### config.mk
export PLATFORM = sky130hd
export DESIGN_NAME = spvc_framer
export DESIGN_NICKNAME = d
export VERILOG_FILES = /design/src/rtl/spvc_pkg.sv /design/src/rtl/spvc_framer.sv
export SDC_FILE = /design/constraint.sdc
export NUM_CORES = 1
export LEC_CHECK = 0
export BUFFER_PORTS_ARGS = -buffer_cell sky130_fd_sc_hd__buf_2
export CAP_MARGIN = 30
export CORE_ASPECT_RATIO = 1.75
export CORE_MARGIN = 4
export CORE_UTILIZATION = 25
export CTS_CLUSTER_DIAMETER = 200
export DETAILED_ROUTE_END_ITERATION = 12
export PLACE_DENSITY = 0.37
export SLEW_MARGIN = 20
export SYNTH_ARGS = -nofsm -noshare
export SYNTH_HDL_FRONTEND = slang
export SYNTH_SLANG_ARGS = --single-unit
### constraint.sdc
create_clock -name clk -period 8.2 [get_ports clk]
set_input_delay 0.41 -clock clk [delete_from_list [all_inputs] [get_ports clk]]
set_output_delay 0.41 -clock clk [all_outputs]
set_load 0.05 [all_outputs]
### src/rtl/spvc_pkg.sv
// ----------------------------------------------------------------------------
// spvc_pkg
// shared types and constants of the spir-v module stream checker
// ----------------------------------------------------------------------------
package spvc_pkg;

	localparam int TOT_W       = 23;
	localparam int MODEL_W     = 16;
	localparam int WORD_W      = 32;
	localparam int HALF_W      = 16;
	localparam int CFG_IDX_W   = 1;
	localparam int CFG_DATA_W  = 23;
	localparam int MAX_WORDS_DEF = 4194304;

	localparam logic [CFG_IDX_W-1:0] CFG_TOTAL_WORDS    = 1'd0;
	localparam logic [CFG_IDX_W-1:0] CFG_EXPECTED_MODEL = 1'd1;

	localparam logic [TOT_W-1:0] TOTAL_WORDS_RST = 23'd5;

	typedef enum logic [2:0] {
		V_OK         = 3'd0,
		V_BAD_HEADER = 3'd1,
		V_BAD_COUNT  = 3'd2,
		V_SHORT_ENTRY = 3'd3,
		V_UNTERM_NAME = 3'd4,
		V_WRONG_STAGE = 3'd5,
		V_NO_MAIN    = 3'd6
	} verdict_t;

	// per-word status from the framer to the top level
	typedef struct packed {
		logic     last;
		verdict_t verdict;
	} frame_res_t;

endpackage

### src/rtl/spvc_framer.sv
// ----------------------------------------------------------------------------
// spvc_framer
// header checks, instruction framing and entry point state for one word
// ----------------------------------------------------------------------------
module spvc_framer #(
	parameter int MAX_WORDS = spvc_pkg::MAX_WORDS_DEF
) (
	input  logic                          clk,
	input  logic                          arst_n,
	input  logic                          step,
	input  logic [spvc_pkg::WORD_W-1:0]   word,
	input  logic [spvc_pkg::TOT_W-1:0]    total_words,
	input  logic [spvc_pkg::MODEL_W-1:0]  expected_model,
	output spvc_pkg::frame_res_t          res
);

	localparam int POS_W = $clog2(MAX_WORDS);
	localparam int TW    = spvc_pkg::TOT_W;
	localparam int HW    = spvc_pkg::HALF_W;
	localparam int WW    = spvc_pkg::WORD_W;

	localparam logic [WW-1:0] SPV_MAGIC  = 32'h0723_0203;
	localparam logic [WW-1:0] SPV_VER_LO = 32'h0001_0000;
	localparam logic [WW-1:0] SPV_VER_HI = 32'h0001_0600;
	localparam logic [WW-1:0] SPV_BOUND  = 32'h0010_0000;
	localparam logic [WW-1:0] NAME_MAIN  = 32'h6E69_616D;
	localparam logic [HW-1:0] OP_ENTRY   = 16'd15;
	localparam logic [TW-1:0] MAX_TOTAL  = TW'(MAX_WORDS);

	logic [POS_W-1:0]        pos_q, pos_n;
	logic [HW-1:0]           left_q, left_n;
	logic [HW-1:0]           cnt_q, cnt_n;
	logic                    in_ep_q, in_ep_n;
	logic [WW-1:0]           model_q, model_n;
	logic                    main_q, main_n;
	logic                    term_q, term_n;
	logic                    seen_q, seen_n;
	spvc_pkg::verdict_t      err_q, err_n;

	logic [TW-1:0]           total;
	logic [TW-1:0]           pos_ext;
	logic [TW-1:0]           remain;
	logic [TW:0]             pos_inc;
	logic                    last;
	logic                    hdr_ok;
	logic [HW-1:0]           count;
	logic [HW-1:0]           opcode;
	logic [HW-1:0]           idx;

	function automatic logic has_zero_byte(input logic [WW-1:0] w);
		has_zero_byte = (w[7:0] == 8'd0) || (w[15:8] == 8'd0) ||
			(w[23:16] == 8'd0) || (w[31:24] == 8'd0);
	endfunction

	assign total   = (total_words > MAX_TOTAL) ? MAX_TOTAL : total_words;
	assign pos_ext = TW'(pos_q);
	assign remain  = (pos_ext < total) ? (total - pos_ext) : '0;
	assign pos_inc = {1'b0, pos_ext} + (TW+1)'(1);
	assign last    = !(pos_inc < {1'b0, total});
	assign count   = word[WW-1:HW];
	assign opcode  = word[HW-1:0];
	assign idx     = cnt_q - left_q;

	always_comb begin
		case (pos_q[2:0])
			3'd0:    hdr_ok = (word == SPV_MAGIC);
			3'd1:    hdr_ok = (word >= SPV_VER_LO) && (word <= SPV_VER_HI);
			3'd3:    hdr_ok = (word != '0) && (word < SPV_BOUND);
			3'd4:    hdr_ok = (word == '0);
			default: hdr_ok = 1'b1;
		endcase
	end

	always_comb begin
		pos_n   = pos_q;
		left_n  = left_q;
		cnt_n   = cnt_q;
		in_ep_n = in_ep_q;
		model_n = model_q;
		main_n  = main_q;
		term_n  = term_q;
		seen_n  = seen_q;
		err_n   = err_q;

		if (pos_ext < TW'(5)) begin
			if (!hdr_ok && err_n == spvc_pkg::V_OK) begin
				err_n = spvc_pkg::V_BAD_HEADER;
			end
		end else if (left_q == '0) begin
			// first word of an instruction
			in_ep_n = 1'b0;
			if (count == '0 || TW'(count) > remain) begin
				if (err_n == spvc_pkg::V_OK) begin
					err_n = spvc_pkg::V_BAD_COUNT;
				end
				left_n = '0;
				cnt_n  = '0;
			end else begin
				cnt_n  = count;
				left_n = count - HW'(1);
				if (opcode == OP_ENTRY) begin
					if (count < HW'(4)) begin
						if (err_n == spvc_pkg::V_OK) begin
							err_n = spvc_pkg::V_SHORT_ENTRY;
						end
					end else begin
						in_ep_n = 1'b1;
						model_n = '0;
						main_n  = 1'b0;
						term_n  = 1'b0;
					end
				end
			end
		end else begin
			// operand words
			left_n = left_q - HW'(1);
			if (in_ep_q) begin
				if (idx == HW'(1)) begin
					model_n = word;
				end else if (idx >= HW'(3) && !term_q) begin
					if (idx == HW'(3)) begin
						main_n = (word == NAME_MAIN);
					end else begin
						main_n = main_q && (idx == HW'(4)) && (word[7:0] == 8'd0);
					end
					if (has_zero_byte(word)) begin
						term_n = 1'b1;
					end
				end
				if (left_n == '0) begin
					if (!term_n) begin
						if (err_n == spvc_pkg::V_OK) begin
							err_n = spvc_pkg::V_UNTERM_NAME;
						end
					end else if (main_n) begin
						if (model_n != WW'(expected_model)) begin
							if (err_n == spvc_pkg::V_OK) begin
								err_n = spvc_pkg::V_WRONG_STAGE;
							end
						end else begin
							seen_n = 1'b1;
						end
					end
					in_ep_n = 1'b0;
					main_n  = 1'b0;
					term_n  = 1'b0;
				end
			end
		end

		res.last = last;
		if (last && total < TW'(5) && err_n == spvc_pkg::V_OK) begin
			err_n = spvc_pkg::V_BAD_HEADER;
		end
		if (err_n != spvc_pkg::V_OK) begin
			res.verdict = err_n;
		end else begin
			res.verdict = seen_n ? spvc_pkg::V_OK : spvc_pkg::V_NO_MAIN;
		end

		if (last) begin
			pos_n   = '0;
			left_n  = '0;
			cnt_n   = '0;
			in_ep_n = 1'b0;
			model_n = '0;
			main_n  = 1'b0;
			term_n  = 1'b0;
			seen_n  = 1'b0;
			err_n   = spvc_pkg::V_OK;
		end else begin
			pos_n = POS_W'(pos_inc);
		end
	end

	always_ff @(posedge clk or negedge arst_n) begin
		if (!arst_n) begin
			pos_q   <= '0;
			left_q  <= '0;
			cnt_q   <= '0;
			in_ep_q <= 1'b0;
			model_q <= '0;
			main_q  <= 1'b0;
			term_q  <= 1'b0;
			seen_q  <= 1'b0;
			err_q   <= spvc_pkg::V_OK;
		end else if (step) begin
			pos_q   <= pos_n;
			left_q  <= left_n;
			cnt_q   <= cnt_n;
			in_ep_q <= in_ep_n;
			model_q <= model_n;
			main_q  <= main_n;
			term_q  <= term_n;
			seen_q  <= seen_n;
			err_q   <= err_n;
		end
	end

endmodule

==> impl_metrics.json <==
{
  "worst_pin_slew_ns": 0.7808,
  "synthesis.area_sq_um": 9042,
  "crit_type": "in2out",
  "grt_start_max_net_pins": 55,
  "fmax_mhz": 135.4,
  "yosysTopAreaCell": "dfrtp_1",
  "layout-drive-gt1-share": 0.1057,
  "synth-edff-count": 0,
  "p_sw_w": 0.001615,
  "antenna_found_initial": 0,
  "pwr-share-comb": 0.639,
  "seqPwrFrac": 0.213,
  "syn_area_per_cell_sq_um": 7.870,
  "path_max_fanout": 15,
  "hold_buffers": 0,
  "dp_hpwl_microns": 31250,
  "cts-root-buf": "clkbuf_16",
  "cts_tree": "built",
  "wl_microns": 38460,
  "syn_nets": 1311,
  "drv_cap": 0,
  "p_leak_nw": 4.551,
  "port_buffers": 77,
  "drt_iter0_drc": 442,
  "final_cell_mix": "155 x nand2_1, 93 x dfrtp_1, 88 x o21ai_0, 86 x ha_1, 84 x inv_1",
  "slew_viol_final": 0,
  "grt_pass1_vias": 9443,
  "yosys_warnings": 0,
  "peakVddDrop_v": 0.0001264,
  "cts.path.max_buffers": 2,
  "period_share": 0.9008,
  "dieArea_sq_um": 39400,
  "gp_congestion": 0.9213,
  "io_pins": 78,
  "viasPerCell": 5.346,
  "final_net_count": 1368,
  "placedCellCount": 1659,
  "area_growth_pct": 13.85,
  "diodes": 0,
  "vias": 8960,
  "final_common_cell": "nand2_1",
  "min_period_ns": 7.387,
  "wl_per_cell_microns": 22.95,
  "syn-instance-count": 1149,
  "overflow": 0,
  "synthFlopType": "dfrtp_1",
  "setup_tns_ns": 0,
  "core_area_sq_um": 35520,
  "hold_viol_final": 0,
  "dpl_cell_area_sq_um": 9967,
  "drc": 0,
  "internal_power_w": 0.001568,
  "firstDrtPassIters": 5,
  "sw_frac_of_total": 0.5074,
  "ant_nets": 0,
  "grt_pass1_wl_microns": 57530,
  "nFillCells": 3934,
  "finClkSkew_ns": 0.009994,
  "status": "complete, no violations",
  "p_clk_frac": 0.148,
  "cp-end-kind": "output pin",
  "cp_slowest_cell": "or4_1",
  "ys_seq_area_frac": 0.2574,
  "rsz0062_at_grt": "no",
  "ys_ff_latch": 93,
  "grt_use_total": 0.1959,
  "clkSinkCount": 93,
  "cts_setup_buffers": 0,
  "cts_buffers": 9,
  "synth_cell_types": 82,
  "cts.htree.levels": 3,
  "finalSetupViolations": 0,
  "min_path_type": "in2async",
  "fin_area_sq_um": 10290,
  "instances_no_fill": 1676,
  "cts_resized": 0,
  "power.density_nw_per_um2": 309.2,
  "yosysTopAreaCellShare": 0.2574,
  "crit_top_cell": "o21ai_0",
  "rows": 91,
  "synth_area_leaders": "dfrtp_1 26%, ha_1 12%, nand2_1 6.4%",
  "cpPeakStageDelay_ns": 0.53,
  "initial_core_util": 0.2545,
  "startpoint_type": "primary input",
  "required_ns": 7.79,
  "clock_latency_ns": 0.38,
  "fp.dieW_microns": 151.8,
  "clkSlewWorstSetupHoldPaths_ns": 0.08,
  "fp.dieH_microns": 259.6,
  "worst_ep_arrival_time_ns": 6.98,
  "synthArstFlopShare": 1.000,
  "max_slew_margin": 0.4794
}
synthesized netlist by cell type, drive strengths merged, types with 15 or more instances:
library cell	instances
ha	86
nor4	41
xnor2	50
a21oi	60
inv	84
or3	15
a21o	16
nor2	52
dfrtp	93
nor3	34
xor2	30
nand4	21
a22o	33
nand3	59
o21ai	92
nand2	155
clkbuf	32
power groups by stage:
stage	Combinational (W)	Clock, W	Sequential, W
3_3_place_gp	0.00206	0	0.000687
3_5_place_dp	0.00205	0	0.000688
6_report	0.00203	0.000471	0.000678
2_1_floorplan	0.00143	0	0.000635
5_1_grt	0.00226	0.000494	0.000694
4_1_cts	0.00206	0.000482	0.000679
through the flow:
| stage | hold slack, ns | util | total power (W) | setup WS (ns) |
|---|---|---|---|---|
| after floorplan | 0.1144 | - | 0.002061 | 0.7601 |
| after global placement | 0.4624 | 0.2806 | 0.002749 | 0.7902 |
| after detailed placement | 0.4559 | 0.2806 | 0.002735 | 0.6702 |
| after CTS | 0.04327 | 0.2894 | 0.003220 | 0.6547 |
| after global routing | 0.05547 | 0.2898 | 0.003446 | 0.2279 |
| final | 0.01454 | 0.2898 | 0.003183 | 0.8132 |
state kept, by name (all words and copies together), names as in the netlist:
signal   cells
model_q     32
pos_q       22
cnt_q       16
left_q      16
err_q        3
in_ep_q      1
main_q       1
seen_q       1
term_q       1
final timing paths:
| check | to | startpoint | slack [ns] | cells after the start |
|---|---|---|---|---|
| setup / recovery | res[0] | total_words[10] | 0.81 | 29 |
| max in group asynchronous | model_q[31] | arst_n | 6.95 | 2 |
| min in group clk | model_q[12] | word[12] | 0.29 | 2 |
| setup reg to reg | model_q[19] | pos_q[0] | 1.77 | 21 |
| hold / removal | pos_q[20] | arst_n | 0.01 | 1 |
| hold reg to reg | cnt_q[9] | cnt_q[9] | 0.49 | 2 |
kinds of logic after synthesis:
group	synth area share
DFF	0.2574
muxes	0.008164
AOI/OAI and AO/OA	0.2285
adders and majority gates	0.1234
and+or+nand+nor	0.2491
xor gates and xnor gates	0.07749
buffers and inverters	0.05604
worst max-delay path: cells and delay by family:
kind / cells / cell delay (ns)
AOI/OAI and AO/OA: 9 / 2.12
buffers and inverters: 5 / 0.82
and+or+nand+nor: 13 / 3.06
adders and majority gates: 2 / 0.54
layout make-up:
type	count	area (sq um)	share of cell area
multi-input combinational	927	6212	0.6034
sequential	93	2327	0.2261
tap	465	581.8	0.05651
timing repair buffer	91	545.5	0.05299
inverter	84	315.3	0.03063
clock buffer	9	225.2	0.02188
clock inverter	7	87.58	0.008508
metal layers:
layer  global-route usage  wire, microns  part of all wire  vias up
li1                     -              -                 -     4335
met1               0.1930          13330              0.35     4369
met2               0.3941          22290              0.58      197
met3              0.01656            836             0.022       59
met4              0.09670           2004             0.052        0
met5                    0              0                 0        -
(Power assumes the default switching activity.)
